File: src/design/hopl_pkg.sv
// ----------------------------------------------------------------------------
// hopl_pkg
// Shared types, character constants and per-byte parse functions for the
// handshake option line parser.
// ----------------------------------------------------------------------------
package hopl_pkg;

	localparam int PREFIX_LEN      = 15;
	localparam int MIN_LINE_BUFFER = 64;
	localparam int KW_COUNT        = 6;
	localparam int MTU_BIT         = 6;
	localparam int MTU_LEN         = 4;

	localparam logic [7:0] CH_NUL   = 8'h00;
	localparam logic [7:0] CH_LF    = 8'h0A;
	localparam logic [7:0] CH_CR    = 8'h0D;
	localparam logic [7:0] CH_SLASH = 8'h2F;
	localparam logic [7:0] CH_0     = 8'h30;
	localparam logic [7:0] CH_9     = 8'h39;

	// greeting prefix, first character in the top byte
	localparam logic [8*PREFIX_LEN-1:0] PREFIX_TEXT =
		120'h53_54_41_52_54_42_44_51_53_20_2F_31_2E_30_2F;
	localparam logic [8*MTU_LEN-1:0] MTU_TEXT = "MTU=";
	localparam logic [15:0] MTU_MAX = 16'hFFFF;

	localparam logic [1:0] ST_OK  = 2'd0;
	localparam logic [1:0] ST_ERR = 2'd1;
	localparam logic [1:0] ST_OVF = 2'd2;

	typedef struct packed {
		logic [1:0]  status;
		logic [5:0]  option_flags;
		logic        mtu_present;
		logic [15:0] remote_mtu;
	} hopl_result_t;

	typedef struct packed {
		logic        prefix_match;
		logic        prefix_done;
		logic        string_ended;
		logic [7:0]  token_position;
		logic [6:0]  keyword_candidates;
		logic        mtu_digits_stopped;
		logic [15:0] mtu_accumulator;
		logic [5:0]  flag_accumulator;
		logic        mtu_seen;
	} parse_state_t;

	localparam parse_state_t PARSE_RESET = '{
		prefix_match:       1'b1,
		prefix_done:        1'b0,
		string_ended:       1'b0,
		token_position:     8'd0,
		keyword_candidates: 7'h7F,
		mtu_digits_stopped: 1'b0,
		mtu_accumulator:    16'd0,
		flag_accumulator:   6'd0,
		mtu_seen:           1'b0
	};

	function automatic logic [7:0] kw_len(input int unsigned k);
		unique case (k)
			0: return 8'd2;
			1: return 8'd10;
			2: return 8'd6;
			3: return 8'd7;
			4: return 8'd4;
			5: return 8'd6;
			default: return 8'd0;
		endcase
	endfunction

	// keywords left aligned in ten bytes
	function automatic logic [79:0] kw_text(input int unsigned k);
		unique case (k)
			0: return {"LE", 64'h0};
			1: return "MULTIQUERY";
			2: return {"SELECT", 32'h0};
			3: return {"COLLATE", 24'h0};
			4: return {"EVAL", 48'h0};
			5: return {"EVENTS", 32'h0};
			default: return 80'h0;
		endcase
	endfunction

	function automatic logic [7:0] kw_char(input int unsigned k, input logic [3:0] p);
		logic [79:0] t;
		t = kw_text(k);
		if (p > 4'd9)
			return 8'h00;
		return t[8*(9-int'(p)) +: 8];
	endfunction

	function automatic logic [7:0] prefix_char(input logic [3:0] p);
		if (int'(p) > PREFIX_LEN-1)
			return 8'h00;
		return PREFIX_TEXT[8*(PREFIX_LEN-1-int'(p)) +: 8];
	endfunction

	function automatic logic [7:0] mtu_char(input logic [1:0] p);
		return MTU_TEXT[8*(MTU_LEN-1-int'(p)) +: 8];
	endfunction

	function automatic parse_state_t close_token(input parse_state_t s);
		parse_state_t r;
		r = s;
		if (s.token_position != 8'd0) begin
			for (int unsigned k = 0; k < KW_COUNT; k++) begin
				if (s.keyword_candidates[k] && s.token_position == kw_len(k))
					r.flag_accumulator[k] = 1'b1;
			end
		end
		r.token_position     = 8'd0;
		r.keyword_candidates = 7'h7F;
		r.mtu_digits_stopped = 1'b0;
		return r;
	endfunction

	function automatic parse_state_t token_char(input parse_state_t s, input logic [7:0] c);
		parse_state_t r;
		logic [7:0]   p;
		logic [19:0]  prod;
		r = s;
		p = s.token_position;
		for (int unsigned k = 0; k < KW_COUNT; k++) begin
			if (p >= kw_len(k))
				r.keyword_candidates[k] = 1'b0;
			else if (kw_char(k, p[3:0]) != c)
				r.keyword_candidates[k] = 1'b0;
		end
		prod = ({4'b0, s.mtu_accumulator} << 3) + ({4'b0, s.mtu_accumulator} << 1)
			+ {16'b0, c[3:0]};
		if (s.keyword_candidates[MTU_BIT]) begin
			if (p < 8'(MTU_LEN)) begin
				if (mtu_char(p[1:0]) != c) begin
					r.keyword_candidates[MTU_BIT] = 1'b0;
				end else if (p == 8'(MTU_LEN-1)) begin
					r.mtu_seen           = 1'b1;
					r.mtu_accumulator    = 16'd0;
					r.mtu_digits_stopped = 1'b0;
				end
			end else if (!s.mtu_digits_stopped) begin
				if (c >= CH_0 && c <= CH_9)
					r.mtu_accumulator = (prod > {4'b0, MTU_MAX}) ? MTU_MAX : prod[15:0];
				else
					r.mtu_digits_stopped = 1'b1;
			end
		end
		if (p != 8'hFF)
			r.token_position = p + 8'd1;
		return r;
	endfunction

	function automatic parse_state_t commit_char(input parse_state_t s, input logic [7:0] c);
		parse_state_t r;
		r = s;
		if (!s.string_ended) begin
			if (c == CH_NUL) begin
				r.string_ended = 1'b1;
				if (s.prefix_done)
					r = close_token(r);
			end else if (!s.prefix_done) begin
				if (prefix_char(s.token_position[3:0]) != c)
					r.prefix_match = 1'b0;
				r.token_position = s.token_position + 8'd1;
				if (s.token_position + 8'd1 >= 8'(PREFIX_LEN)) begin
					r.prefix_done        = 1'b1;
					r.token_position     = 8'd0;
					r.keyword_candidates = 7'h7F;
					r.mtu_digits_stopped = 1'b0;
				end
			end else if (c == CH_SLASH) begin
				r = close_token(s);
			end else begin
				r = token_char(s, c);
			end
		end
		return r;
	endfunction

	function automatic hopl_result_t make_result(input parse_state_t s, input logic [1:0] status);
		hopl_result_t r;
		logic         ok;
		ok = (status == ST_OK);
		r.status       = status;
		r.option_flags = ok ? s.flag_accumulator : 6'd0;
		r.mtu_present  = ok && s.mtu_seen;
		r.remote_mtu   = (ok && s.mtu_seen) ? s.mtu_accumulator : 16'd0;
		return r;
	endfunction

endpackage

File: src/design/hopl_parse.sv
// ----------------------------------------------------------------------------
// hopl_parse
// Line parse state and the per-byte update; raises one result at the end of
// a handshake, on a read failure or on line overflow, then rearms.
// ----------------------------------------------------------------------------
module hopl_parse #(
	parameter int LINE_BUFFER_BYTES = 160
) (
	input  logic                   clk,
	input  logic                   arst_n,
	input  logic                   item_valid,
	input  logic                   item_kind,
	input  logic [7:0]             item_byte,
	input  logic                   out_free,
	output logic                   item_take,
	output logic                   res_fire,
	output hopl_pkg::hopl_result_t res
);

	localparam int LLW = $clog2(LINE_BUFFER_BYTES + 1);
	localparam logic [LLW-1:0] LINE_LIMIT = LLW'(LINE_BUFFER_BYTES);
	localparam bit SMALL_BUFFER = (LINE_BUFFER_BYTES < hopl_pkg::MIN_LINE_BUFFER);

	localparam logic [1:0] PH_LINE     = 2'd0;
	localparam logic [1:0] PH_BLANK    = 2'd1;
	localparam logic [1:0] PH_BLANK_CR = 2'd2;

	logic [1:0]              phase_q, phase_d;
	logic [LLW-1:0]          line_length_q, line_length_d, line_inc;
	logic                    pending_cr_q, pending_cr_d;
	hopl_pkg::parse_state_t  ps_q, ps_d, ps_cr;
	logic                    res_valid;

	always_comb begin
		phase_d       = phase_q;
		line_length_d = line_length_q;
		pending_cr_d  = pending_cr_q;
		ps_d          = ps_q;
		res_valid     = 1'b0;
		res           = hopl_pkg::make_result(ps_q, hopl_pkg::ST_ERR);
		line_inc      = line_length_q + LLW'(1);
		ps_cr         = pending_cr_q ? hopl_pkg::commit_char(ps_q, hopl_pkg::CH_CR) : ps_q;
		if (item_valid) begin
			if (SMALL_BUFFER || item_kind) begin
				res_valid = 1'b1;
			end else begin
				unique case (phase_q)
					PH_LINE: begin
						if (item_byte == hopl_pkg::CH_LF) begin
							pending_cr_d = 1'b0;
							if (!ps_q.string_ended && ps_q.prefix_done)
								ps_d = hopl_pkg::close_token(ps_q);
							ps_d.string_ended = 1'b1;
							phase_d = PH_BLANK;
						end else if (line_inc >= LINE_LIMIT) begin
							res_valid = 1'b1;
							res = hopl_pkg::make_result(ps_q, hopl_pkg::ST_OVF);
						end else begin
							line_length_d = line_inc;
							pending_cr_d  = (item_byte == hopl_pkg::CH_CR);
							ps_d = (item_byte == hopl_pkg::CH_CR) ? ps_cr
								: hopl_pkg::commit_char(ps_cr, item_byte);
						end
					end
					PH_BLANK: begin
						if (item_byte == hopl_pkg::CH_CR) begin
							phase_d = PH_BLANK_CR;
						end else begin
							res_valid = 1'b1;
							if (item_byte == hopl_pkg::CH_LF)
								res = hopl_pkg::make_result(ps_q,
									(ps_q.prefix_match && ps_q.prefix_done)
									? hopl_pkg::ST_OK : hopl_pkg::ST_ERR);
						end
					end
					default: begin
						res_valid = 1'b1;
						if (item_byte == hopl_pkg::CH_LF)
							res = hopl_pkg::make_result(ps_q,
								(ps_q.prefix_match && ps_q.prefix_done)
								? hopl_pkg::ST_OK : hopl_pkg::ST_ERR);
					end
				endcase
			end
		end
		// every result ends the handshake
		if (res_valid) begin
			phase_d       = PH_LINE;
			line_length_d = '0;
			pending_cr_d  = 1'b0;
			ps_d          = hopl_pkg::PARSE_RESET;
		end
	end

	// a byte that raises a result waits while the result register is full
	assign item_take = item_valid && (!res_valid || out_free);
	assign res_fire  = item_take && res_valid;

	always_ff @(posedge clk or negedge arst_n) begin
		if (!arst_n) begin
			phase_q       <= PH_LINE;
			line_length_q <= '0;
			pending_cr_q  <= 1'b0;
			ps_q          <= hopl_pkg::PARSE_RESET;
		end else if (item_take) begin
			phase_q       <= phase_d;
			line_length_q <= line_length_d;
			pending_cr_q  <= pending_cr_d;
			ps_q          <= ps_d;
		end
	end

`ifndef SYNTH
	a_rearm: assert property (@(posedge clk) disable iff (!arst_n)
		res_fire |=> (phase_q == PH_LINE && line_length_q == '0 && !pending_cr_q))
		else $error("parser did not rearm after a result");

	a_err_clean: assert property (@(posedge clk) disable iff (!arst_n)
		(res_fire && res.status != hopl_pkg::ST_OK) |->
		(res.option_flags == 6'd0 && !res.mtu_present && res.remote_mtu == 16'd0))
		else $error("error result carries option data");

	a_mtu_idle: assert property (@(posedge clk) disable iff (!arst_n)
		!ps_q.mtu_seen |-> ps_q.mtu_accumulator == 16'd0)
		else $error("MTU value without an MTU token");

	a_line_bound: assert property (@(posedge clk) disable iff (!arst_n)
		line_length_q < LINE_LIMIT)
		else $error("line length passed the buffer size");

	a_stall_hold: assert property (@(posedge clk) disable iff (!arst_n)
		(item_valid && !item_take) |=> $stable(phase_q) && $stable(line_length_q))
		else $error("parse state moved during a stall");
`endif

endmodule

File: src/design/hopl_out.sv
// ----------------------------------------------------------------------------
// hopl_out
// Result register on the master side; frees as soon as the result is taken.
// ----------------------------------------------------------------------------
module hopl_out (
	input  logic                   clk,
	input  logic                   arst_n,
	input  logic                   load,
	input  hopl_pkg::hopl_result_t res,
	input  logic                   take,
	output logic                   out_free,
	output logic                   valid_q,
	output hopl_pkg::hopl_result_t res_q
);

	assign out_free = !valid_q || take;

	always_ff @(posedge clk or negedge arst_n) begin
		if (!arst_n) begin
			valid_q <= 1'b0;
		end else if (load) begin
			valid_q <= 1'b1;
		end else if (take) begin
			valid_q <= 1'b0;
		end
	end

	always_ff @(posedge clk) begin
		if (load) begin
			res_q <= res;
		end
	end

endmodule

File: src/design/handshake_option_line_parser_core.sv
// Path: the byte that completes the handshake passes the input register, then
// the result register, and its result then appears on the master side.
// Throughput: one byte per cycle; the byte that raises a result waits only
// while the previous result is still held in the result register.
// Reset: arst_n clears both registers' valid flags and rearms the parser.
// ----------------------------------------------------------------------------
// handshake_option_line_parser_core
// Parses the greeting line of a connect handshake into option flags and MTU.
// ----------------------------------------------------------------------------
module handshake_option_line_parser_core #(
	parameter int LINE_BUFFER_BYTES = 160
) (
	input  logic        clk,
	input  logic        arst_n,
	input  logic        s_tvalid,
	output logic        s_tready,
	input  logic [7:0]  s_tdata,   // [7:0] rx_byte
	input  logic        s_tuser,   // [0] kind
	output logic        m_tvalid,
	input  logic        m_tready,
	output logic [23:0] m_tdata,   // [5:0] option_flags, [6] mtu_present,
	                               // [22:7] remote_mtu, [23] zero
	output logic [1:0]  m_tuser    // [1:0] status
);

	logic                   valid_s1;
	logic                   kind_s1;
	logic [7:0]             byte_s1;
	logic                   item_take;
	logic                   res_fire;
	logic                   out_free;
	hopl_pkg::hopl_result_t res;
	hopl_pkg::hopl_result_t res_q;

	assign s_tready = !valid_s1 || item_take;

	always_ff @(posedge clk or negedge arst_n) begin
		if (!arst_n) begin
			valid_s1 <= 1'b0;
		end else if (s_tready) begin
			valid_s1 <= s_tvalid;
		end
	end

	always_ff @(posedge clk) begin
		if (s_tvalid && s_tready) begin
			kind_s1 <= s_tuser;
			byte_s1 <= s_tdata;
		end
	end

	hopl_parse #(
		.LINE_BUFFER_BYTES(LINE_BUFFER_BYTES)
	) u_parse (
		.clk        (clk),
		.arst_n     (arst_n),
		.item_valid (valid_s1),
		.item_kind  (kind_s1),
		.item_byte  (byte_s1),
		.out_free   (out_free),
		.item_take  (item_take),
		.res_fire   (res_fire),
		.res        (res)
	);

	hopl_out u_out (
		.clk      (clk),
		.arst_n   (arst_n),
		.load     (res_fire),
		.res      (res),
		.take     (m_tready),
		.out_free (out_free),
		.valid_q  (m_tvalid),
		.res_q    (res_q)
	);

	assign m_tdata = {1'b0, res_q.remote_mtu, res_q.mtu_present, res_q.option_flags};
	assign m_tuser = res_q.status;

endmodule
File: config.mk
export PLATFORM = sky130hd
export DESIGN_NAME = handshake_option_line_parser_core
export DESIGN_NICKNAME = d
export VERILOG_FILES = /design/src/design/hopl_pkg.sv /design/src/design/hopl_parse.sv /design/src/design/hopl_out.sv /design/src/design/handshake_option_line_parser_core.sv
export SDC_FILE = /design/constraint.sdc
export NUM_CORES = 1
export LEC_CHECK = 0
export BUFFER_PORTS_ARGS = -buffer_cell sky130_fd_sc_hd__clkbuf_2
export CELL_PAD_IN_SITES_DETAIL_PLACEMENT = 1
export CELL_PAD_IN_SITES_GLOBAL_PLACEMENT = 1
export CORE_ASPECT_RATIO = 1.2
export CORE_UTILIZATION = 52
export DETAILED_ROUTE_END_ITERATION = 16
export PLACE_DENSITY_LB_ADDON = 0.2
export SLEW_MARGIN = 10
export SYNTH_ARGS = -nofsm -noshare
export SYNTH_HDL_FRONTEND = slang
export SYNTH_SLANG_ARGS = --single-unit
File: constraint.sdc
create_clock -name clk -period 12.52 [get_ports clk]
set_clock_uncertainty 0.15 [all_clocks]
set_input_delay 1.252 -clock clk [delete_from_list [all_inputs] [get_ports clk]]
set_output_delay 1.252 -clock clk [all_outputs]
set_load 0.01 [all_outputs]
After elaboration in Yosys (flattened, before gate mapping)
Cells that the tools add are included.
Widths: inputs -> output; s select.
{"block": "word_totals", "reg_bits": 89, "latch_bits": 0, "mem_bits_rw": 0, "mem_bits_ro": 0, "input_bits": 13, "out_inout_bits": 28, "word_cells": 753, "mem_count": 0}
{"block": "op_classes", "add_sub_neg": 11, "n_mul": 0, "div": 0, "magnitude_cmp": 22, "n_eq_ne": 53, "shift": 16, "n_mux": 573, "bitwise_logic": 1, "reduce_logical": 52}
{"op": "$mux 80", "count": 78}
{"op": "$mux 8", "count": 289}
{"op": "$shiftx 80x32->8", "count": 12}
{"op": "$mux 42", "count": 11}
{"op": "$shiftx 120x32->8 const A", "count": 2}
{"op": "$mux 1", "count": 156}
{"op": "$mux 17", "count": 8}
{"op": "$mux 16", "count": 8}
{"op": "$eq 8x8->1", "count": 15}
{"op": "$mux 25", "count": 4}
{"op": "$ge 8x8->1", "count": 10}
{"op": "$mux 39", "count": 2}
{"op": "$ne 8x4->1 const B", "count": 8}
{"op": "$ne 8x8->1", "count": 8}
{"op": "$shiftx 32x32->8 const A", "count": 2}
{"op": "$pmux 25 s2", "count": 1}
{"op": "$reduce_and 8->1", "count": 6}
{"op": "$mux 23", "count": 2}
{"op": "$mux 41", "count": 1}
{"op": "$logic_and 1x1->1", "count": 25}
{"op": "$add 8x1->8 const B", "count": 3}
{"op": "$mux 6", "count": 4}
{"op": "$ne 3x2->1 const B", "count": 8}
{"op": "$add 19x17->20", "count": 1}
{"op": "other kinds (31)", "count": 64}

Depth between registers and ports, before layout
Gate-level depths: netlist of run 1.
{"block": "logic_depth", "word_depth": 62, "ltp_mapped": 23, "ltp_nobuf": 20}

Hierarchy
Synthesis of run 1 repeated with hierarchy kept, for this count alone.
{"block": "unflattened", "cells_unflattened": 982, "hier_area_um2": 8047.7}
{"module": "hopl_parse", "n_inst": 1, "cells_each": 939, "area_per_inst_um2": 6914.1, "seq_area_each_um2": 1336.3}
{"module": "hopl_out", "n_inst": 1, "cells_each": 28, "area_per_inst_um2": 798.3, "seq_area_each_um2": 775.7}
{"module": "handshake_option_line_parser_core", "n_inst": 1, "cells_each": 15, "area_per_inst_um2": 335.3, "seq_area_each_um2": 295.3}

Worst setup path after synthesis of run 1
OpenSTA, ideal clock, no wires.
{"block": "synth_timing", "path_type": "flip-flop to flip-flop", "startpoint": "register u_parse.ps_q[38] (netlist name)", "endpoint": "register u_parse.ps_q[16] (netlist name)", "setup_time_ps": 130, "arrival_time_ps": 5165, "required_ps": 12240, "setup_slack_ps": 7075, "path_stages_with_launch": 23, "path_buffers": 4, "synth_period_minus_slack_ps": 5445, "cell_sequence": "dfrtp_1 -> buf_6 -> or4_4 -> or3_4 -> nor2b_2 -> nand3_1 -> clkbuf_1 -> clkbuf_1 -> nand2_1 -> fa_1 -> inv_1 -> ha_1 -> a21o_1 -> a21oi_1 -> o21bai_1 -> a2111oi_0 -> nor3_1 -> a311oi_1 -> o2bb2ai_1 -> buf_2 -> a31oi_4 -> o2111ai_2 -> nand3_1"}
{"block": "synth_via", "elab_chain_cells": 27, "elab_cells_between_ends": 47, "cone_classes": "add/sub (4); order compare (4); eq/ne (4); shift (1); mux (34)"}
{"item": "start: declaration", "line": "hopl_parse.sv:31", "text": "hopl_pkg::parse_state_t ps_q, ps_d, ps_cr;"}
{"item": "start signal: assignment", "line": "hopl_parse.sv:104", "text": "ps_q <= hopl_pkg::PARSE_RESET;"}
{"item": "start signal: assignment", "line": "hopl_parse.sv:109", "text": "ps_q <= ps_d;"}
{"item": "parallel branches: the longest is 7 deep, another holds $lt 8x3->1"}
{"item": "$mux 42 *", "line": "hopl_parse.sv:42", "text": "ps_cr = pending_cr_q ? hopl_pkg::commit_char(ps_q, hopl_pkg::CH_CR) : ps_q;"}
{"item": "$add 19x17->20", "line": "hopl_pkg.sv:132", "text": "prod = ({4'b0, s.mtu_accumulator} << 3) + ({4'b0, s.mtu_accumulator} << 1)"}
{"item": "$add 20x4->20", "line": "hopl_pkg.sv:133", "text": "+ {16'b0, c[3:0]};"}
{"item": "$gt 20x16->1", "line": "hopl_pkg.sv:145", "text": "r.mtu_accumulator = (prod > {4'b0, MTU_MAX}) ? MTU_MAX : prod[15:0];"}
{"item": "$mux 16", "line": "hopl_pkg.sv:145"}
{"item": "$mux 16", "line": "hopl_pkg.sv:144", "text": "if (c >= CH_0 && c <= CH_9)"}
{"item": "$mux 17", "line": "hopl_pkg.sv:143", "text": "end else if (!s.mtu_digits_stopped) begin"}
{"item": "[... 5 more ...]"}
{"item": "$mux 42", "line": "hopl_pkg.sv:158", "text": "if (!s.string_ended) begin"}
{"item": "$mux 42 *", "line": "hopl_parse.sv:61", "text": "ps_d = (item_byte == hopl_pkg::CH_CR) ? ps_cr"}
{"item": "$mux 42 *", "line": "hopl_parse.sv:55", "text": "end else if (line_inc >= LINE_LIMIT) begin"}
{"item": "$mux 42 *", "line": "hopl_parse.sv:49", "text": "if (item_byte == hopl_pkg::CH_LF) begin"}
{"item": "$mux 42 *", "line": "hopl_parse.sv:47", "text": "unique case (phase_q)"}
{"item": "$mux 42 *", "line": "hopl_parse.sv:44", "text": "if (SMALL_BUFFER || item_kind) begin"}
{"item": "$mux 42 *", "line": "hopl_parse.sv:43", "text": "if (item_valid) begin"}
{"item": "$mux 42 *", "line": "hopl_parse.sv:87", "text": "if (res_valid) begin"}
Every way passes the cells marked *. The select of a mux whose other input is x is not followed.
A chain may end at the register's enable or synchronous reset.

Worst setup path in the final report of run 1
{"block": "layout_timing", "startpoint": "register u_parse.ps_q[36] (netlist name)", "endpoint": "register u_parse.ps_q[11] (netlist name)"}
The elaborated chain is that of the path after synthesis.

==> results.md, run 1 <==
- Detailed placer's ending HPWL: 20600 µm
- Post-synth top cells: nand2_1, nor2_1, o21ai_0
- Kind of critical path: reg -> reg
- Most repeated cell in the gate-level netlist after synthesis: nand2_1
- Starting Density: 53.7%
- Post-route insts no fill: 1145
- ANT nets after route: 0
- Share of the synthesized area in the top cell type: 14.5%
- Ant diodes: 0
- Critical Path Source: u_parse.ps_q[36]
- Worst reg-to-reg setup slack: 6.08 ns
- Syn_nets: 993
- End of the worst register-to-register path: u_parse.ps_q[11]
- Die boundary width: 116 µm
- NumNets Final: 996
- Count of buffers from port buffering: 39
- Syn-to-layout area delta: 6.15%
- Gr usage total: 36.4%
- Synthesized-area fraction occupied by adder cells: 7.57%
- Most instantiated flip-flop cell in the synthesis netlist: dfrtp_1
- Die footprint: 0.0161 mm²
- Final wirelength: 28300 µm
- Complex-gate fraction of the synthesized area: 26.4%
- Slew margin rel.: 16.1%
- Pre-CTS worst setup slack: 6.23 ns
- IO Count: 41
- Weighted congestion reported at the end of routability-driven placement: 0.963
- Post-Syn Instances: 933
- Post-CTS setup buffer count: 0
- Endpoint type of the worst setup path: flip-flop
- Largest net degree at the start of global routing: 56
- Slew at the pin with the worst max-slew slack: 1.26 ns
- Final Slew Violations: 0
- Reg2reg start: u_parse.ps_q[36]
- Minimum hold slack: 0.340 ns
- Switch share: 46.2%
- Final number of hold-violating endpoints: 0
- Arrival time reported for the critical path endpoint: 6.52 ns
- Sequential fraction of design power: 28.0%
- Unrepaired setup endpoints after global routing: false
- Highest fanout seen on the critical path: 24
- Highest attainable clock frequency: 0.155 GHz
- Count of flip-flops with a built-in enable after synthesis: 34
- Ranking of synthesized cells by area: dfrtp_1, edfxtp_1, ha_1
- Kind of path behind the tightest hold check: reg -> reg
- Total clock sinks: 89
- Hold-fix buffer count after cts: 0
- Count of endpoints failing setup in the final report: 0
- Count of distinct cell types in the synthesized netlist: 120
- Worst Setup Start Kind: flip-flop
- Post-route design area: 0.00860 mm²
- Net Sw Power: 628 µW
- Combinational cell fraction of total power: 50.5%
- H-tree depth: 3
- Leftover overflow at the end of global routing: 0
- Height of the die: 139 µm
- Final worst path period share: 51.4%
- DRT Pass-1 Iters: 5
- Post-synthesis cell type with the largest combined area: dfrtp_1
- Warning count from the yosys run: 0
- Post-detailed-route via-to-cell ratio: 6.91
- Core Region: 0.0151 mm²
- First-pass GRT wire length: 45000 µm
- Number of max-capacitance violations reported: 0
- Sequential-to-total area share from yosys stat: 29.7%
- Fraction of final layout cells with drive strength greater than 1: 15.1%
- Setup_tns: 0 ns
- Async set-reset flop share out of synthesis: 61.8%
- Clock latency of the later-clocked register in the worst-skew pair: 0.36 ns
- Cell at the root of the clock tree: clkbuf_16
- Cell internal pwr: 731 µW
- Run status: complete, no violations
- Number of DRC violations after detailed routing: 0
- Post-synth design cell area: 0.00810 mm²
- Worst setup margin: 6.08 ns
- Placed cells: 1129
- Per-instance average area after synthesis: 8.68 µm²
- Dominant combinational cell family by area after synthesis: compound AO/OA/AOI/OAI gates
- Cell row count: 49
- Cell area after placement: 0.00829 mm²
- Via count: 7914
- Termination of the worst setup path: u_parse.ps_q[11]
- Post-Synth XOR/XNOR Area: 5.39%
- Clock buffer count from CTS: 9
- Pwr/cell area: 158 mW/mm²
- Antenna violations before repair: 0
- Min cycle time layout: 6.44 ns
- Clock-pin slew on the worst setup and hold paths: 0.07 ns
- Post-cts repair resize count: 0
- Per-cell routed wire length: 24.7 µm
- Via count of the first global-routing pass: 8306
- Maximum count of clock buffers along a single path: 2
- Fraction of synthesized area in multiplexers: 0.896%
- Worst Path Required: 12.60 ns
- Fraction of the mapped netlist area in simple logic gates: 24.2%
- Number of DRC violations after detailed-routing iteration 0: 683
- Leak pwr: 3.60 nW
- CTS tree: done
- Reg2reg path depth: 20
- Worst VDD drop: 0.0709 mV
- PnR Total Power: 1.36 mW
- Final cell utilization of the core: 57.0%
- Post-synthesis sequential element count: 89
- Clk pwr share: 21.5%
==> logic make-up (layout without fill, tap and decap cells) <==
kind of cell             count (synthesis)  after routing
AND/OR/NAND/NOR                        370            370
XOR/XNOR                                49             49
AO/OA/AOI/OAI                          276            276
other                                    1              1
adder cells (fa/ha/maj)                 48             48
multiplexers                             7              7
buffers and inverters                   93            101
flip-flops                              89             89
==> routing by layer <==
metal | track usage (%) | routed length (µm)
met1 | 43.3 | 11100
met2 | 62.0 | 14300
met3 | 5.29 | 1390
met4 | 20.4 | 1520
met5 | 0 | 0
==> worst max-delay path, cell delays in order (launching register included) <==
cell	delay, ns
dfrtp_1	0.51
or4_4	0.59
or3_4	0.38
nor2b_2	0.15
nand3_1	0.11
buf_4	0.29
and2_1	0.21
inv_1	0.08
fa_1	0.40
inv_1	0.11
ha_1	0.24
a21o_1	0.16
a21oi_1	0.26
o21bai_1	0.13
a2111oi_0	0.41
nor3_1	0.16
a311oi_1	0.54
o2bb2ai_1	0.62
nand2_2	0.36
o221ai_1	0.33
nand2_1	0.10
==> sequential cells by signal, indices dropped and copies added (netlist names) <==
name and flops:
u_out.res_q 25, u_parse.phase_q 2, u_parse.pending_cr_q 1, u_parse.line_length_q 8
u_parse.ps_q 42, byte_s1 8, kind_s1 1, u_out.valid_q 1
valid_s1 1
==> cell type report <==
class | instances | area (µm²)
Multi-Input combinational cell | 751 | 5220
Sequential cell | 89 | 2410
Clock inverter | 6 | 78.8
Timing Repair Buffer | 48 | 263
Tap cell | 204 | 255
Inverter | 37 | 141
Fill cell | 1847 | 6480
Clock buffer | 10 | 229
==> placed cells by master (no fill, tap or decap), types with 8 or more instances in the layout <==
cell,instances
nand2_1,90
xnor2_1,29
nor2_1,82
o21ai_0,52
and3_1,26
o21ai_1,8
clkbuf_2,39
nand4_1,15
a31oi_1,20
nor3_1,23
nand3_1,31
xor2_1,19
nand2b_1,8
ha_1,45
clkbuf_16,9
a21oi_1,48
inv_1,32
dfstp_2,8
buf_4,9
o31ai_1,9
a21o_1,11
o211ai_1,8
edfxtp_1,34
dfrtp_1,47
and2_1,23
nor4_1,14
==> power groups by stage <==
stage	Combinational (mW)	Sequential [mW]	Clock, mW
finish	0.686	0.381	0.292
global route	0.738	0.385	0.303
CTS	0.671	0.379	0.293
detailed placement	0.663	0.384	0
global placement	0.638	0.382	0
floorplan	0.523	0.366	0
==> worst min-delay path by stage <==
stage	from	to	cells past startpoint	slack, ns
after detailed placement	u_parse.ps_q[26]	u_parse.ps_q[26]	2	0.33
after floorplan	u_parse.ps_q[26]	u_parse.ps_q[26]	2	0.29
after CTS	u_parse.ps_q[26]	u_parse.ps_q[26]	2	0.34
after global placement	u_parse.ps_q[26]	u_parse.ps_q[26]	2	0.31
final	u_parse.ps_q[26]	u_parse.ps_q[26]	2	0.34
after global routing	u_parse.ps_q[26]	u_parse.ps_q[26]	2	0.35
Power figures use the tool's default switching activity.
==> run 2: changes to the inputs <==
--- a/config.mk
+++ b/config.mk
@@ -5,11 +5,12 @@
 export SDC_FILE = /design/constraint.sdc
 export NUM_CORES = 1
 export LEC_CHECK = 0
+export ABC_AREA = 1
 export BUFFER_PORTS_ARGS = -buffer_cell sky130_fd_sc_hd__clkbuf_2
 export CELL_PAD_IN_SITES_DETAIL_PLACEMENT = 1
 export CELL_PAD_IN_SITES_GLOBAL_PLACEMENT = 1
 export CORE_ASPECT_RATIO = 1.2
-export CORE_UTILIZATION = 52
+export CORE_UTILIZATION = 46
 export DETAILED_ROUTE_END_ITERATION = 16
 export PLACE_DENSITY_LB_ADDON = 0.2
 export SLEW_MARGIN = 10
==> constraint.sdc (replaced) <==
create_clock -name clk -period 6.16 [get_ports clk]
set_clock_uncertainty 0.15 [all_clocks]
set_input_delay 0.616 -clock clk [delete_from_list [all_inputs] [get_ports clk]]
set_output_delay 0.616 -clock clk [all_outputs]
set_load 0.01 [all_outputs]
==> run 2 against run 1 <==
Against the previous run:
- critical endpoint is now u_parse.ps_q[13]
- non-clock buffer count up 4
- final cell count up 30%
- first-iteration DRC count down 25%
- sequential cell count unchanged
- die area up 17%
- global-route usage down 3.0 points
==> results.md, run 2 <==
- Run status: complete, no violations
- ANT nets after route: 0 (unchanged)
- Post-cts repair resize count: 0 (unchanged)
- Number of DRC violations after detailed routing: 0 (unchanged)
- Final worst path period share: 87.4% (+36 points)
- Longest individual stage delay on the worst path: 0.55 ns (-0.07 ns)
- Post-Synth XOR/XNOR Area: 2.93% (-2.5 points)
- End of the worst register-to-register path: u_parse.ps_q[13]
- Die footprint: 0.0188 mm² (+17%)
- Post-synth design cell area: 0.00838 mm² (+3.4%)
- Worst VDD drop: 0.203 mV (+190%)
- Fraction of the mapped netlist area in simple logic gates: 34.5% (+10 points)
- Weighted congestion reported at the end of routability-driven placement: 0.943 (-2.1%)
- Number of max-capacitance violations reported: 0 (unchanged)
- Post-route design area: 0.00905 mm² (+5.2%)
- Slew margin rel.: 41.5% (+25 points)
- IO Count: 41 (unchanged)
- Syn_nets: 1302 (+31%)
- Worst Path Required: 6.22 ns (-6.38 ns)
- Warning count from the yosys run: 0 (unchanged)
- Height of the die: 150 µm (+8.0%)
- Cell row count: 53 (+8.2%)
- Leading registers by flop count: u_parse.ps_q (42), u_out.res_q (25)
- Post-detailed-route via-to-cell ratio: 5.90 (-15%)
- Final cell utilization of the core: 51.1% (-5.9 points)
- Most repeated cell in the gate-level netlist after synthesis: nand2_1
- Critical path's most frequent cell: nand2_1
- Detailed placer's ending HPWL: 23100 µm (+12%)
- Fraction of final layout cells with drive strength greater than 1: 11.6% (-3.5 points)
- NumNets Final: 1327 (+33%)
- Dominant combinational cell family by area after synthesis: simple AND/OR/NAND/NOR gates
- Most frequent standard cell in the layout excluding fill and tap cells: nand2_1
- Leak pwr: 4.28 nW (+19%)
- Hold-fix buffer count after cts: 0 (unchanged)
- Post-synth top cells: nand2_1, inv_1, nor2_1
- Maximum count of clock buffers along a single path: 2 (unchanged)
- Clock buffer count from CTS: 9 (unchanged)
- Setup_tns: 0 ns (unchanged)
- Per-instance average area after synthesis: 6.75 µm² (-22%)
- Count of endpoints failing setup in the final report: 0 (unchanged)
- Unrepaired setup endpoints after global routing: false
- Kind of critical path: reg -> reg
- Per-cell routed wire length: 20.4 µm (-18%)
- Via count: 8801 (+11%)
- Kind of path behind the tightest hold check: in -> async
- Final wirelength: 30400 µm (+7.4%)
- Largest net degree at the start of global routing: 56 (unchanged)
- Antenna violations before repair: 0 (unchanged)
- Cell area after placement: 0.00873 mm² (+5.4%)
- Ranking of synthesized cells by area: dfrtp_1, nand2_1, edfxtp_1
- Commonest non-fill, non-tap cells in the layout: nand2_1, inv_1, nor2_1
- Highest attainable clock frequency: 0.186 GHz (+20%)
- Number of DRC violations after detailed-routing iteration 0: 509 (-25%)
- Min cycle time layout: 5.38 ns (-1.06 ns)
- Pwr/cell area: 584 mW/mm² (+270%)
- Final number of hold-violating endpoints: 0 (unchanged)
- Ant diodes: 0 (unchanged)
- Slew at the pin with the worst max-slew slack: 0.869 ns (-0.389 ns)
- Worst Setup Start Kind: flip-flop
- Syn-to-layout area delta: 7.99%
- Reg2reg start: u_parse.ps_q[31]
- Post-Syn Instances: 1242 (+33%)
- Most instantiated flip-flop cell in the synthesis netlist: dfrtp_1
- Count of buffers from port buffering: 39 (unchanged)
- Reg2reg path depth: 25 (+25%)
- Synthesized-area fraction occupied by adder cells: 7.20% (-0.37 points)
- Largest register by flop count: u_parse.ps_q
- Via count of the first global-routing pass: 9218 (+11%)
- Count of distinct cell types in the synthesized netlist: 59 (-51%)
- Sequential-to-total area share from yosys stat: 28.7% (-0.99 points)
- Count of filler cells inserted in the layout: 2350 (+27%)
- Cell at the root of the clock tree: clkbuf_16
- Core Region: 0.0177 mm² (+17%)
- DRT Pass-1 Iters: 5 (unchanged)
- Die boundary width: 125 µm (+8.0%)
- Max FFs per register: 42 (unchanged)
- Fraction of synthesized area in multiplexers: 0% (-0.90 points)
- Count of flip-flops with a built-in enable after synthesis: 34 (unchanged)
- Share of the synthesized area in the top cell type: 14.0% (-0.48 points)
- Starting Density: 47.3% (-6.4 points)
- Library cell contributing the largest single delay on the critical path: nor4_4
- Clock latency of the later-clocked register in the worst-skew pair: 0.35 ns (about the same)
- CTS tree: done
- Endpoint type of the worst setup path: flip-flop
- Post-synthesis cell type with the largest combined area: dfrtp_1
- Final Slew Violations: 0 (unchanged)
- Async set-reset flop share out of synthesis: 61.8% (unchanged)
- First-pass GRT wire length: 48600 µm (+8.1%)
- Leftover overflow at the end of global routing: 0 (unchanged)
- Post-CTS setup buffer count: 0 (unchanged)
- Highest fanout seen on the critical path: 16 (-33%)
- Arrival time reported for the critical path endpoint: 5.44 ns (-1.08 ns)
- Total clock sinks: 89 (unchanged)
- H-tree depth: 3 (unchanged)
- Worst reg-to-reg setup slack: 0.78 ns (-5.30 ns)
- Gr usage total: 33.4% (-3.0 points)
- Complex-gate fraction of the synthesized area: 16.2% (-10 points)
- Post-synthesis sequential element count: 89 (unchanged)
- Clock-pin slew on the worst setup and hold paths: 0.07 ns (about the same)
[run 2: changes by cell type in the layout (fill, tap and decap cells not counted), sizes merged, moves of 30 or more]
cell | previous run | this run
a21oi | 54 | 84
inv | 41 | 171
nand2 | 96 | 289
nand3 | 33 | 110
nor2 | 84 | 168
o21ai | 63 | 94
[run 2: power breakdown]
part | internal (mW) | switching, mW | leakage (nW)
Clock | 0.292 | 0.284 | 0.151
Sequential | 0.750 | 0.0999 | 1.05
Combinational | 1.09 | 2.77 | 3.08
Total | 2.13 | 3.15 | 4.28
[run 2: cell type report]
cell class | count | area [µm²] | area share [%]
well taps | 220 | 275 | 3.04
flip-flops and latches | 89 | 2410 | 26.6
clock buffers | 9 | 225 | 2.49
inverters | 171 | 651 | 7.19
repair buffers | 52 | 293 | 3.24
multi-input cells | 944 | 5110 | 56.5
clock inverters | 7 | 83.8 | 0.926
[run 2: metrics by stage]
step,setup slack [ns],cells,power [mW],hold WS [ns]
4_1_cts,0.572,1492,5.24,0.278
3_3_place_gp,0.788,1476,4.55,0.300
3_5_place_dp,0.607,1476,4.64,0.305
5_1_grt,0.186,1492,5.75,0.276
6_report,0.779,1492,5.29,0.243
2_1_floorplan,1.44,1242,3.65,0.170
[run 2: kinds of logic (layout without fill, tap and decap cells)]
family                     after synthesis  count (layout)
buffers and inverters                  209             239
adders and majority gates               47              47
and+or+nand+nor                        632             632
other                                    1               1
AOI/OAI and AO/OA                      236             236
xor gates and xnor gates                28              28
DFF                                     89              89
[run 2: how the worst max path moves through the flow]
stage | startpoint | to | slack [ns] | cells after the start
global placement | u_parse.ps_q[39] | u_parse.ps_q[17] | 0.79 | 25
floorplan | u_parse.ps_q[31] | u_parse.ps_q[21] | 1.44 | 27
CTS | u_parse.ps_q[31] | u_parse.ps_q[14] | 0.57 | 25
finish | u_parse.ps_q[31] | u_parse.ps_q[13] | 0.78 | 25
global route | u_parse.ps_q[31] | u_parse.ps_q[7] | 0.19 | 23
detailed placement | u_parse.ps_q[31] | u_parse.ps_q[14] | 0.61 | 25
[run 2: metal layers]
layer  vias to the layer above  GRT usage, %  routed length (µm)
li1                       4177             -                   -
met1                      4315          36.6               12000
met2                       224          62.9               15800
met3                        85          3.93                1210
met4                         0          18.1                1380
met5                         -             0                   0
[run 2: worst max-delay path: cells and delay by family, from the launching register on]
family	cells	cell delay, ns
buffers and inverters	2	0.26
adder cells (fa/ha/maj)	3	1.05
flip-flops	1	0.47
AND/OR/NAND/NOR	13	2.03
AO/OA/AOI/OAI	7	1.29
==> run 3: changes to the inputs <==
--- a/config.mk
+++ b/config.mk
@@ -5,12 +5,12 @@
 export SDC_FILE = /design/constraint.sdc
 export NUM_CORES = 1
 export LEC_CHECK = 0
-export ABC_AREA = 1
 export BUFFER_PORTS_ARGS = -buffer_cell sky130_fd_sc_hd__clkbuf_2
+export CAP_MARGIN = 10
 export CELL_PAD_IN_SITES_DETAIL_PLACEMENT = 1
 export CELL_PAD_IN_SITES_GLOBAL_PLACEMENT = 1
 export CORE_ASPECT_RATIO = 1.2
-export CORE_UTILIZATION = 46
+export CORE_UTILIZATION = 49
 export DETAILED_ROUTE_END_ITERATION = 16
 export PLACE_DENSITY_LB_ADDON = 0.2
 export SLEW_MARGIN = 10
==> run 3 against run 2 <==
Against the previous run:
- cell area fell by 4.5%
- sequential power fell by 9.6%
- count of clock-buffer cells in the layout did not move
- wire length fell by 7.3%
- critical path depth fell by 5
- die area fell by 9.1%
- final cell count fell by 22%
- sequential cell count did not move
- first-iteration DRC count rose by 19%
- largest power group unchanged
==> results.md, run 3 (synthesis results as in run 1) <==
- Core Region: 0.0162 mm² (-8.5%)
- Total area of multi-input combinational cells: 0.00523 mm² (+2.3%)
- Highest attainable clock frequency: 0.173 GHz (-6.8%)
- Placed cells: 1144 (-22%)
- Arrival time reported for the critical path endpoint: 5.85 ns (+0.41 ns)
- Ant diodes: 0 (unchanged)
- Kind of path behind the tightest hold check: in -> async
- CTS tree: done
- IO Count: 41 (unchanged)
- Slew at the pin with the worst max-slew slack: 1.01 ns (+0.145 ns)
- Count of buffers from port buffering: 39 (unchanged)
- Min cycle time layout: 5.77 ns (+0.390 ns)
- Clock-pin slew on the worst setup and hold paths: 0.07 ns (about the same)
- Antenna violations before repair: 0 (unchanged)
- Die boundary width: 119 µm (-4.7%)
- Cell row count: 51 (-3.8%)
- H-tree depth: 3 (unchanged)
- Leak pwr: 3.62 nW (-16%)
- Max FFs per register: 42 (unchanged)
- Commonest non-fill, non-tap cells in the layout: nand2_1, nor2_1, o21ai_0
- Worst VDD drop: 0.150 mV (-26%)
- Worst Setup Start Kind: flip-flop
- Unrepaired setup endpoints after global routing: false
- Largest net degree at the start of global routing: 56 (unchanged)
- Via count of the first global-routing pass: 8142 (-12%)
- Clock buffer count from CTS: 9 (unchanged)
- Count of endpoints failing setup in the final report: 0 (unchanged)
- Post-detailed-route via-to-cell ratio: 6.70 (+14%)
- Weighted congestion reported at the end of routability-driven placement: 0.975 (+3.4%)
- Via count: 7768 (-12%)
- Register cell area after layout: 0.00241 mm² (about the same)
- Final wirelength: 28200 µm (-7.3%)
- Maximum count of clock buffers along a single path: 2 (unchanged)
- Most frequent standard cell in the layout excluding fill and tap cells: nand2_1
- DRT Pass-1 Iters: 5 (unchanged)
- NumNets Final: 1003 (-24%)
- Final Slew Violations: 0 (unchanged)
- Number of max-capacitance violations reported: 0 (unchanged)
- Setup_tns: 0 ns (unchanged)
- Pwr/cell area: 318 mW/mm² (-46%)
- Number of DRC violations after detailed routing: 0 (unchanged)
- Post-route insts no fill: 1160 (-22%)
- ANT nets after route: 0 (unchanged)
- Syn-to-layout area delta: 6.67%
- Worst Path Required: 6.24 ns (+0.02 ns)
- Count of filler cells inserted in the layout: 1974 (-16%)
- Final worst path period share: 93.7% (+6.3 points)
- Die footprint: 0.0171 mm² (-9.1%)
- Run status: complete, no violations
- Hold-fix buffer count after cts: 0 (unchanged)
- Highest fanout seen on the critical path: 10 (-6)
- Clock latency of the later-clocked register in the worst-skew pair: 0.35 ns (about the same)
- Largest register by flop count: u_parse.ps_q
- Cell at the root of the clock tree: clkbuf_16
- Kind of critical path: reg -> reg
- Detailed placer's ending HPWL: 21000 µm (-8.9%)
- Fraction of final layout cells with drive strength greater than 1: 16.0% (+4.5 points)
- Total clock sinks: 89 (unchanged)
- Number of DRC violations after detailed-routing iteration 0: 605 (+19%)
- PnR Total Power: 2.75 mW (-48%)
- Per-cell routed wire length: 24.3 µm (+19%)
- Gr usage total: 33.8% (+0.38 points)
- Height of the die: 143 µm (-4.7%)
- Starting Density: 50.0% (+2.7 points)
- Leftover overflow at the end of global routing: 0 (unchanged)
- Leading registers by flop count: u_parse.ps_q (42), u_out.res_q (25)
- Slew margin rel.: 32.1% (-9.4 points)
- First-pass GRT wire length: 44700 µm (-8.2%)
- Final number of hold-violating endpoints: 0 (unchanged)
- Endpoint type of the worst setup path: flip-flop
run 3: routing by layer:
layer  track usage, %  wire [µm]
met1             39.8      11500
met2             60.6      14300
met3             3.75       1020
met4             17.2       1300
met5                0          0
run 3: final cells by class:
| type | count | area share, % |
|---|---|---|
| Sequential cell | 89 | 27.9 |
| Clock inverter | 7 | 0.608 |
| Multi-Input combinational cell | 751 | 60.6 |
| Timing Repair Buffer | 55 | 3.65 |
| Tap cell | 212 | 3.07 |
| Clock buffer | 9 | 2.61 |
| Inverter | 37 | 1.64 |
run 3: critical path: stages (launching register included):
cell and delay, ns:
dfrtp_1 0.50, or4_4 0.62, or3_4 0.38, nor2b_2 0.17
nand3_1 0.23, and2_1 0.31, inv_1 0.07, fa_1 0.42
inv_1 0.14, ha_1 0.25, a21o_1 0.16, a21oi_1 0.22
o21bai_1 0.12, a2111oi_0 0.45, nor3_1 0.18, a311oi_1 0.42
o2bb2ai_2 0.26, buf_4 0.25, nand3_2 0.08, a21oi_1 0.19
o21ai_1 0.09
run 3: repair_timing:
action | in CTS | in global routing
buffers inserted | 0 | 0
setup endpoints to repair | 0 | 13
gates resized for setup | 0 | 3
run 3: metrics by stage:
| step | instance area [µm²] | util [%] | setup slack (ns) | hold slack [ns] |
|---|---|---|---|---|
| global placement | 8350 | 51.5 | 0.655 | 0.327 |
| detailed placement | 8350 | 51.5 | 0.353 | 0.331 |
| global route | 8640 | 53.3 | 0.0498 | 0.291 |
| floorplan | 8100 | - | 0.715 | 0.170 |
| CTS | 8630 | 53.3 | 0.333 | 0.290 |
| finish | 8640 | 53.3 | 0.389 | 0.247 |
run 3: where the power goes:
group,switching (mW),total [mW],internal [mW]
Sequential,0.0804,0.768,0.687
Combinational,0.947,1.45,0.504
Clock,0.254,0.531,0.277
Total,1.28,2.75,1.47
run 3: path summary, 6_finish.rpt:
| check | from | to | slack [ns] | depth (start not counted) |
|---|---|---|---|---|
| setup reg to reg | u_parse.ps_q[38] | u_parse.ps_q[14] | 0.39 | 20 |
| hold reg to reg | u_parse.ps_q[6] | u_parse.ps_q[6] | 0.35 | 2 |
| max in group asynchronous | arst_n | u_parse.ps_q[31] | 5.03 | 2 |
| min in group clk | s_tuser | kind_s1 | 0.29 | 1 |
| hold / removal | arst_n | u_parse.line_length_q[0] | 0.25 | 2 |
| setup / recovery | u_parse.ps_q[38] | u_parse.ps_q[14] | 0.39 | 20 |
